===== config.mk =====
export PLATFORM = sky130hd
export DESIGN_NAME = multi_axis_step_pulse_emitter
export DESIGN_NICKNAME = d
export VERILOG_FILES = /design/src/hdl/mspe_pkg.sv /design/src/hdl/mspe_axis.sv /design/src/hdl/multi_axis_step_pulse_emitter.sv
export SDC_FILE = /design/constraint.sdc
export NUM_CORES = 2
export LEC_CHECK = 0
export BUFFER_PORTS_ARGS = -buffer_cell sky130_fd_sc_hd__buf_4
export CORE_ASPECT_RATIO = 0.8
export CORE_UTILIZATION = 45
export CTS_CLUSTER_SIZE = 10
export DETAILED_ROUTE_END_ITERATION = 10
export PLACE_DENSITY = 0.68
export RECOVER_POWER = 50
export SLEW_MARGIN = 20
export SYNTH_ARGS = -nofsm -noshare
export SYNTH_HDL_FRONTEND = slang
export SYNTH_SLANG_ARGS = --single-unit

===== constraint.sdc =====
create_clock -name clk_i -period 9.9 [get_ports clk_i]
set_input_delay 1.485 -clock clk_i [delete_from_list [all_inputs] [get_ports clk_i]]
set_output_delay 1.485 -clock clk_i [all_outputs]
set_load 0.05 [all_outputs]

===== src/hdl/mspe_pkg.sv =====
// shared types and constants of the multi-axis step pulse emitter
// no dependencies; used by the lanes, the top level and the checker
package mspe_pkg;

  localparam int MAX_AXES   = 4;
  localparam int DELTA_W    = 16;
  localparam int CNT_W      = DELTA_W + 1;
  localparam int POS_W      = 32;
  localparam int INTERVAL_W = 32;
  localparam int BYTE_W     = 2 * MAX_AXES;

  typedef enum logic [1:0] {
    FUNC_LOAD  = 2'd0,
    FUNC_TICK  = 2'd1,
    FUNC_ESTOP = 2'd2
  } func_e;

  typedef struct packed {
    logic [1:0]                   func;
    logic signed [DELTA_W-1:0]    delta_x;
    logic signed [DELTA_W-1:0]    delta_y;
    logic signed [DELTA_W-1:0]    delta_z;
    logic signed [DELTA_W-1:0]    delta_a;
    logic [INTERVAL_W-1:0]        step_interval;
  } in_t;

  typedef struct packed {
    logic [BYTE_W-1:0]            stream_byte;
    logic                         byte_valid;
    logic                         segment_done;
    logic                         aborted;
    logic signed [POS_W-1:0]      pos_x;
    logic signed [POS_W-1:0]      pos_y;
    logic signed [POS_W-1:0]      pos_z;
    logic signed [POS_W-1:0]      pos_a;
  } out_t;

  // control from the segment sequencer to each axis lane
  typedef struct packed {
    logic               load;
    logic               step;
    logic               commit;
    logic               clear;
    logic [DELTA_W-1:0] major;
    logic [DELTA_W-1:0] acc_init;
  } lane_ctrl_t;

endpackage


===== src/hdl/mspe_axis.sv =====
// one axis lane: magnitude, bresenham error term, step count and position
// depends on mspe_pkg
module mspe_axis (
  input  logic                                clk_i,
  input  logic                                rst_ni,
  input  mspe_pkg::lane_ctrl_t                ctrl_i,
  input  logic signed [mspe_pkg::DELTA_W-1:0] delta_i,
  output logic [mspe_pkg::DELTA_W-1:0]        mag_o,
  output logic                                dir_o,
  output logic                                step_o,
  output logic signed [mspe_pkg::POS_W-1:0]   pos_next_o
);

  logic [mspe_pkg::DELTA_W-1:0]      mag_q, mag_d;
  logic [mspe_pkg::DELTA_W-1:0]      acc_q, acc_d;
  logic                              dir_q, dir_d;
  logic signed [mspe_pkg::CNT_W-1:0] cnt_q, cnt_d;
  logic signed [mspe_pkg::POS_W-1:0] pos_q, pos_d;

  logic [mspe_pkg::DELTA_W-1:0]      mag_new;
  logic                              dir_new;
  logic [mspe_pkg::DELTA_W:0]        sum;
  logic                              fire;
  logic signed [mspe_pkg::CNT_W-1:0] cnt_step;
  logic signed [mspe_pkg::POS_W-1:0] pos_sum;

  // most negative delta maps to its own bit pattern, read as unsigned
  assign mag_new = delta_i[mspe_pkg::DELTA_W-1] ? (~delta_i + 1'b1) : delta_i;
  assign dir_new = !delta_i[mspe_pkg::DELTA_W-1] && (delta_i != '0);

  assign sum  = {1'b0, acc_q} + {1'b0, mag_q};
  assign fire = (mag_q != '0) && (sum >= {1'b0, ctrl_i.major});

  assign cnt_step = fire ? (cnt_q + (dir_q ? mspe_pkg::CNT_W'(1) : {mspe_pkg::CNT_W{1'b1}}))
                         : cnt_q;
  assign pos_sum  = pos_q + {{(mspe_pkg::POS_W-mspe_pkg::CNT_W){cnt_step[mspe_pkg::CNT_W-1]}},
                             cnt_step};

  always_comb begin
    mag_d = mag_q;
    dir_d = dir_q;
    acc_d = acc_q;
    cnt_d = cnt_q;
    pos_d = pos_q;
    if (ctrl_i.load) begin
      mag_d = mag_new;
      dir_d = dir_new;
      acc_d = ctrl_i.acc_init;
      cnt_d = '0;
    end else if (ctrl_i.step) begin
      // the error term grows by the magnitude on every step, wrapping back when it fires
      acc_d = fire ? mspe_pkg::DELTA_W'(sum - {1'b0, ctrl_i.major})
                   : sum[mspe_pkg::DELTA_W-1:0];
      cnt_d = ctrl_i.commit ? '0 : cnt_step;
      if (ctrl_i.commit) begin
        pos_d = pos_sum;
      end
    end else if (ctrl_i.clear) begin
      cnt_d = '0;
    end
  end

  always_ff @(posedge clk_i or negedge rst_ni) begin
    if (!rst_ni) begin
      mag_q <= '0;
      dir_q <= 1'b0;
      acc_q <= '0;
      cnt_q <= '0;
      pos_q <= '0;
    end else begin
      mag_q <= mag_d;
      dir_q <= dir_d;
      acc_q <= acc_d;
      cnt_q <= cnt_d;
      pos_q <= pos_d;
    end
  end

  assign mag_o      = mag_new;
  assign dir_o      = dir_q;
  assign step_o     = fire;
  assign pos_next_o = pos_d;

endmodule


===== src/hdl/multi_axis_step_pulse_emitter.sv =====
// top level of the multi-axis step pulse emitter: sequencer and output queue
// depends on mspe_pkg and mspe_axis
//
//   channel | direction | handshake             | payload
//   in      | input     | in_valid_i/in_ready_o | mspe_pkg::in_t
//   out     | output    | out_valid_o/out_ready_i | mspe_pkg::out_t
//
// while in_ready_o is high one item is accepted per cycle; any result is registered
// per-item path: 17-bit error add and compare per axis, then count and position adds
// results go into a two-entry queue (output register plus skid); in_ready_o drops only
// when both entries are full
// reset clears the segment, all step counts and the positions
module multi_axis_step_pulse_emitter #(
  parameter int AXES = 4
) (
  input  logic           clk_i,
  input  logic           rst_ni,
  input  logic           in_valid_i,
  output logic           in_ready_o,
  input  mspe_pkg::in_t  in_data_i,
  output logic           out_valid_o,
  input  logic           out_ready_i,
  output mspe_pkg::out_t out_data_o
);

  localparam int NA = mspe_pkg::MAX_AXES;
  localparam int DW = mspe_pkg::DELTA_W;

  logic                             busy_q, busy_d;
  logic [DW-1:0]                    major_q, major_d;
  logic [DW-1:0]                    step_idx_q, step_idx_d;
  logic [mspe_pkg::INTERVAL_W-1:0]  interval_q, interval_d;
  logic [mspe_pkg::INTERVAL_W-1:0]  tick_q, tick_d;

  logic                             in_acc;
  logic                             is_load, is_tick, is_estop;
  logic [mspe_pkg::INTERVAL_W:0]    tick_inc;
  logic                             tick_fire;
  logic [DW:0]                      step_next;
  logic                             last_step;

  logic signed [DW-1:0]             delta [NA];
  logic [DW-1:0]                    mag [NA];
  logic [NA-1:0]                    dir_bits, step_bits;
  logic signed [mspe_pkg::POS_W-1:0] pos_next [NA];
  logic [DW-1:0]                    max01, max23, max_all;

  mspe_pkg::lane_ctrl_t             ctrl;
  logic                             has_result;
  mspe_pkg::out_t                   res;

  mspe_pkg::out_t                   out_q, out_d, skid_q, skid_d;
  logic                             out_valid_q, out_valid_d, skid_valid_q, skid_valid_d;
  logic                             pop;

  assign in_ready_o = !skid_valid_q;
  assign in_acc     = in_valid_i && in_ready_o;

  assign is_load  = (in_data_i.func == mspe_pkg::FUNC_LOAD) && !busy_q;
  assign is_tick  = (in_data_i.func == mspe_pkg::FUNC_TICK) && busy_q;
  assign is_estop = (in_data_i.func == mspe_pkg::FUNC_ESTOP) && busy_q;

  assign tick_inc  = {1'b0, tick_q} + 1'b1;
  assign tick_fire = !(tick_inc < {1'b0, interval_q});
  assign step_next = {1'b0, step_idx_q} + 1'b1;
  assign last_step = step_next >= {1'b0, major_q};

  assign delta[0] = in_data_i.delta_x;
  assign delta[1] = in_data_i.delta_y;
  assign delta[2] = in_data_i.delta_z;
  assign delta[3] = in_data_i.delta_a;

  assign ctrl.load     = in_acc && is_load;
  assign ctrl.step     = in_acc && is_tick && tick_fire;
  assign ctrl.commit   = in_acc && is_tick && tick_fire && last_step;
  assign ctrl.clear    = in_acc && is_estop;
  assign ctrl.major    = major_q;
  assign ctrl.acc_init = max_all >> 1;

  for (genvar i = 0; i < NA; i++) begin : g_axis
    if (i < AXES) begin : g_lane
      mspe_axis u_axis (
        .clk_i      (clk_i),
        .rst_ni     (rst_ni),
        .ctrl_i     (ctrl),
        .delta_i    (delta[i]),
        .mag_o      (mag[i]),
        .dir_o      (dir_bits[i]),
        .step_o     (step_bits[i]),
        .pos_next_o (pos_next[i])
      );
    end else begin : g_none
      assign mag[i]       = '0;
      assign dir_bits[i]  = 1'b0;
      assign step_bits[i] = 1'b0;
      assign pos_next[i]  = '0;
    end
  end

  assign max01   = (mag[0] > mag[1]) ? mag[0] : mag[1];
  assign max23   = (mag[2] > mag[3]) ? mag[2] : mag[3];
  assign max_all = (max01 > max23) ? max01 : max23;

  // sequencer state
  always_comb begin
    busy_d     = busy_q;
    major_d    = major_q;
    step_idx_d = step_idx_q;
    interval_d = interval_q;
    tick_d     = tick_q;
    if (in_acc) begin
      if (is_load) begin
        busy_d     = (max_all != '0);
        major_d    = max_all;
        step_idx_d = '0;
        tick_d     = '0;
        interval_d = in_data_i.step_interval;
      end else if (is_tick) begin
        if (tick_fire) begin
          tick_d     = '0;
          step_idx_d = step_next[DW-1:0];
          if (last_step) begin
            busy_d = 1'b0;
          end
        end else begin
          tick_d = tick_inc[mspe_pkg::INTERVAL_W-1:0];
        end
      end else if (is_estop) begin
        busy_d = 1'b0;
      end
    end
  end

  always_ff @(posedge clk_i or negedge rst_ni) begin
    if (!rst_ni) begin
      busy_q     <= 1'b0;
      major_q    <= '0;
      step_idx_q <= '0;
      interval_q <= '0;
      tick_q     <= '0;
    end else begin
      busy_q     <= busy_d;
      major_q    <= major_d;
      step_idx_q <= step_idx_d;
      interval_q <= interval_d;
      tick_q     <= tick_d;
    end
  end

  // result of the accepted item
  always_comb begin
    res              = '0;
    has_result       = 1'b0;
    if (ctrl.step) begin
      has_result     = 1'b1;
      res.byte_valid = 1'b1;
      res.segment_done = last_step;
      for (int i = 0; i < NA; i++) begin
        res.stream_byte[2*i]   = step_bits[i];
        res.stream_byte[2*i+1] = dir_bits[i];
      end
    end else if (ctrl.load && (max_all == '0)) begin
      has_result       = 1'b1;
      res.segment_done = 1'b1;
    end else if (ctrl.clear) begin
      has_result   = 1'b1;
      res.aborted  = 1'b1;
    end
    res.pos_x = pos_next[0];
    res.pos_y = pos_next[1];
    res.pos_z = pos_next[2];
    res.pos_a = pos_next[3];
  end

  // output register with a skid entry behind it
  assign pop = out_valid_q && out_ready_i;

  always_comb begin
    out_d        = out_q;
    skid_d       = skid_q;
    out_valid_d  = out_valid_q;
    skid_valid_d = skid_valid_q;
    if (skid_valid_q) begin
      if (pop) begin
        out_d        = skid_q;
        skid_valid_d = 1'b0;
      end
    end else if (out_valid_q && !pop) begin
      if (has_result) begin
        skid_d       = res;
        skid_valid_d = 1'b1;
      end
    end else begin
      out_valid_d = has_result;
      if (has_result) begin
        out_d = res;
      end
    end
  end

  always_ff @(posedge clk_i or negedge rst_ni) begin
    if (!rst_ni) begin
      out_valid_q  <= 1'b0;
      skid_valid_q <= 1'b0;
    end else begin
      out_valid_q  <= out_valid_d;
      skid_valid_q <= skid_valid_d;
    end
  end

  always_ff @(posedge clk_i) begin
    out_q  <= out_d;
    skid_q <= skid_d;
  end

  assign out_valid_o = out_valid_q;
  assign out_data_o  = out_q;

endmodule


==> impl_metrics.env <==
export IMPL_hold_class="reg -> reg"
export IMPL_whs_path_depth=1
export IMPL_initial_core_util=0.456
export IMPL_cts_clk_slew_worst_paths_ps=60
export IMPL_r2r_slack_ps=580
export IMPL_crit_path_max_incr_delay_ps=2920
export IMPL_worstPathMaxFanout=57
export IMPL_netlist_area_um2=45900
export IMPL_slowest_stage="or2_0"
export IMPL_highest_layer="met4"
export IMPL_period_minus_slack_ps=9320
export IMPL_ys_dominant_reg_cell="dfrtp_1"
export IMPL_fmax_mhz=107
export IMPL_violations="max-capacitance violations, max-slew violations"
export IMPL_wirelength_met1_um=59500
export IMPL_portBuffers=242
export IMPL_holdWs_ps=479
export IMPL_fin_skew_ps=34.0
export IMPL_antenna_found_initial=1
export IMPL_antenna_left=0
export IMPL_yosysSeqAreaShare=0.414
export IMPL_worst_setup_path_end_kind="flip-flop"
export IMPL_synth_top_area_cell="dfrtp_1"
export IMPL_tightest_slew_ps=6150
export IMPL_synthCells=4722
export IMPL_core_um2=101000
export IMPL_grt_ovfl_total=0
export IMPL_die_area_um2=103000
export IMPL_startpoint_type="flip-flop"
export IMPL_vias=36200
export IMPL_rsz0062_at_grt="no"
export IMPL_synth_edf_count=278
export IMPL_timing_critical_path_mode_cell="nand2_1"
export IMPL_core_rowCount=104
export IMPL_yosysWarnings=0
export IMPL_drt_iter0_markers=2889
export IMPL_cp_arrival_ps=9870
export IMPL_vias_per_cell=5.72
export IMPL_htreeDepth=3
export IMPL_syn_to_final_growth_pct=11.7
export IMPL_io_pins=243
export IMPL_insertion_delay_ps=660
export IMPL_clockRootBuffer="clkbuf_16"
export IMPL_post_synth_cell_area_avg_um2=9.73
export IMPL_cp_data_required_time_ps=10450
export IMPL_post_cts_setup_buffer_count=0
export IMPL_wl_per_cell_um=18.9
export IMPL_met3_length_um=7980
export IMPL_ys_seq_elements=705
export IMPL_syn_nets=5250
export IMPL_drive_above_1_share=0.0935
export IMPL_cts_sinks=705
export IMPL_fin_ws_ps=576
export IMPL_timing_slew_headroom=-3.10
export IMPL_finalSetupViolCount=0
export IMPL_worstReg2RegEnd="g_axis[1].g_lane.u_axis.cnt_q[16]$_DFFE_PN0P_"
export IMPL_synth_area_leaders="dfrtp_1 23%, edfxtp_1 18%, ha_1 11%, o21ai_0 4.9%, nand2_1 4.7%"
export IMPL_wl_met2_um=49900
export IMPL_yosysUniqueCellTypes=97
export IMPL_maxSlewViolCount=656
export IMPL_reg2reg_depth=9
export IMPL_crit_type="reg -> reg"
export IMPL_drt_first_pass_iters=6
export IMPL_period_share=0.942
export IMPL_fin_tns_setup_ps=0
export IMPL_power_leakage_nw=22.6
export IMPL_run_status="finished with violations"
export IMPL_finalHoldViolCount=0
export IMPL_p_per_area_nw_per_um2=386
export IMPL_nNetsFinal=5472
export IMPL_grt_use_total=0.227
export IMPL_path_cells="clkinvlp_2, nand2_1, or2_0, nand2_1, nor2_4, clkbuf_4, a21o_1, nand2_1, o31ai_1"
export IMPL_drc=0
export IMPL_cts_tree="yes"
export IMPL_grt_max_degree=139
export IMPL_grt_pass1_vias=34200
export IMPL_async_reset_ff_frac=0.606
export IMPL_min_to="major_q[10]$_DFFE_PN0P_"
export IMPL_place_congestion=0.908
export IMPL_totalWireLength_um=120000
export IMPL_antenna_cells=0
export IMPL_netlist_area_leader_share=0.233
export IMPL_cts_buffers_inserted=84
export IMPL_ir_drop_uv=282
export IMPL_r2r_start="skid_valid_q$_DFF_PN0_"
export IMPL_cts_buffer_depth=3
export IMPL_die_x_um=359
export IMPL_hold_start="major_q[10]$_DFFE_PN0P_"
export IMPL_hpwlAfterDp_um=85700
export IMPL_fp_dieH_um=288
export IMPL_maxCapViolations=13
export IMPL_grt_first_pass_wirelength_um=189000
export IMPL_post_place_ws_ps=639
==> cells by family (layout without fill, tap and decap cells) <==
kind of cell,count (synthesis),after routing,synth area share
AOI/OAI and AO/OA,1352,1352,0.187
and+or+nand+nor,1321,1321,0.134
DFF,705,705,0.414
adders and majority gates,427,427,0.119
xor gates and xnor gates,369,369,0.0707
buffers and inverters,355,641,0.0291
muxes,193,193,0.0463
==> layout make-up <==
cell class	instances	area, um^2
clock inverter	11	135
fill	9274	49500
timing repair buffer	294	1720
tap	1325	1660
multi-input combinational	3662	25700
clock buffer	139	2370
inverter	197	741
sequential	705	19000
==> synthesized netlist by cell type, types with 11 or more instances <==
| cell type | count |
|---|---|
| nand4_1 | 41 |
| xnor2_1 | 205 |
| or4_1 | 13 |
| and2_1 | 25 |
| xor2_1 | 162 |
| fa_1 | 16 |
| a211oi_1 | 36 |
| o41ai_1 | 16 |
| ha_1 | 410 |
| or2_2 | 20 |
| a21o_1 | 130 |
| a21oi_1 | 304 |
| edfxtp_1 | 278 |
| o211ai_1 | 25 |
| nor4_1 | 33 |
| nor3_1 | 80 |
| nand2_1 | 570 |
| dfrtp_1 | 427 |
| a32o_1 | 30 |
| buf_1 | 21 |
| nand3_1 | 118 |
| nand2b_1 | 38 |
| nor2_1 | 229 |
| or3_1 | 28 |
| a22o_1 | 54 |
| o21bai_1 | 52 |
| o21a_1 | 47 |
| o21ai_0 | 454 |
| and3_1 | 37 |
| a2111oi_0 | 11 |
| a211o_1 | 11 |
| a31oi_1 | 35 |
| nor2b_1 | 51 |
| mux2i_1 | 36 |
| clkbuf_1 | 135 |
| o31a_1 | 11 |
| and4_1 | 14 |
| o31ai_1 | 37 |
| mux2_2 | 157 |
| inv_1 | 195 |
==> worst max path at each step <==
stage	startpoint	end	slack [ps]	cells after the start
2_1_floorplan	in_data_i[54]	out_data_o[0]$_DFFE_PP_	60	27
3_3_place_gp	in_data_i[69]	out_data_o[77]$_DFFE_PP_	830	29
3_5_place_dp	g_axis[3].g_lane.u_axis.mag_q[1]$_DFFE_PN0P_	out_data_o[31]$_DFFE_PP_	640	32
4_1_cts	g_axis[3].g_lane.u_axis.acc_q[1]$_DFFE_PN0P_	out_data_o[31]$_DFFE_PP_	600	32
5_1_grt	g_axis[1].g_lane.u_axis.mag_q[1]$_DFFE_PN0P_	out_data_o[92]$_DFFE_PP_	20	29
6_report	skid_valid_q$_DFF_PN0_	g_axis[1].g_lane.u_axis.cnt_q[16]$_DFFE_PN0P_	580	9
==> layer usage <==
metal  track usage  vias up
li1              -    17700
met4        0.0568        0
met2         0.334     1013
met1         0.344    17300
met3        0.0357      167
met5             0        -
==> critical path, delay by kind of cell, from the launching register on <==
kind | cells | cell delay [ps]
and+or+nand+nor | 5 | 6090
buffers and inverters | 2 | 2460
AOI/OAI and AO/OA | 2 | 200
DFF | 1 | 350
==> where the power goes <==
part           switching [mW]  total [mW]  internal, mW  leakage (nW)
registers               0.353        3.83          3.48          7.96
logic                    7.81        13.1          5.28          13.4
clock network            1.25        2.88          1.64          1.20
total                    9.41        19.8          10.4          22.6
==> cell usage in the layout, fill, tap and decap left out, types with 25 or more instances in the layout <==
master	Yosys	routed
nand4_1	41	41
mux2_2	157	156
o31ai_1	37	37
a21o_1	130	130
clkbuf_1	135	196
nand3_1	118	118
a32o_1	30	30
o21ai_0	454	452
a211oi_1	36	36
and3_1	37	37
edfxtp_1	278	278
a21oi_1	304	304
a31oi_1	35	35
nor2_1	229	225
nor3_1	80	80
mux2i_1	36	36
ha_1	410	410
xor2_1	162	162
xnor2_1	205	205
or3_1	28	28
o21bai_1	52	52
a22o_1	54	54
nand2b_1	38	38
nand2_1	570	569
o211ai_1	25	25
buf_4	1	135
nor4_1	33	32
o21a_1	47	47
nor2b_1	51	50
clkbuf_16	0	84
dfrtp_1	427	427
inv_1	195	194
==> what timing repair did <==
item | in CTS | in global routing
gates resized for setup | 0 | 1
hold buffers | 0 | 0
endpoints found under the setup margin | 0 | 1
==> registers in the layout (all words and copies together) (netlist names) <==
signal and cells:
major_q 16, g_axis.g_lane.u_axis.cnt_q 68, g_axis.g_lane.u_axis.pos_q 128, out_data_o 139, g_axis.g_lane.u_axis.mag_q 64, tick_q 32
interval_q 32, skid_valid_q 1, out_valid_o 1, busy_q 1, skid_q 139, step_idx_q 16
g_axis.g_lane.u_axis.acc_q 64, g_axis.g_lane.u_axis.dir_o 4
==> stage by stage <==
step           instance area, um^2  power, mW  cells  utilization
6_report                     51300       19.8   6333        0.509
5_1_grt                      51300       21.5   6333        0.509
4_1_cts                      51900       19.7   6333        0.515
3_5_place_dp                 49400       16.7   6183        0.490
3_3_place_gp                 49400       16.5   6183        0.490
2_1_floorplan                46000       13.8   4722            -
(Power assumes the default switching activity.)
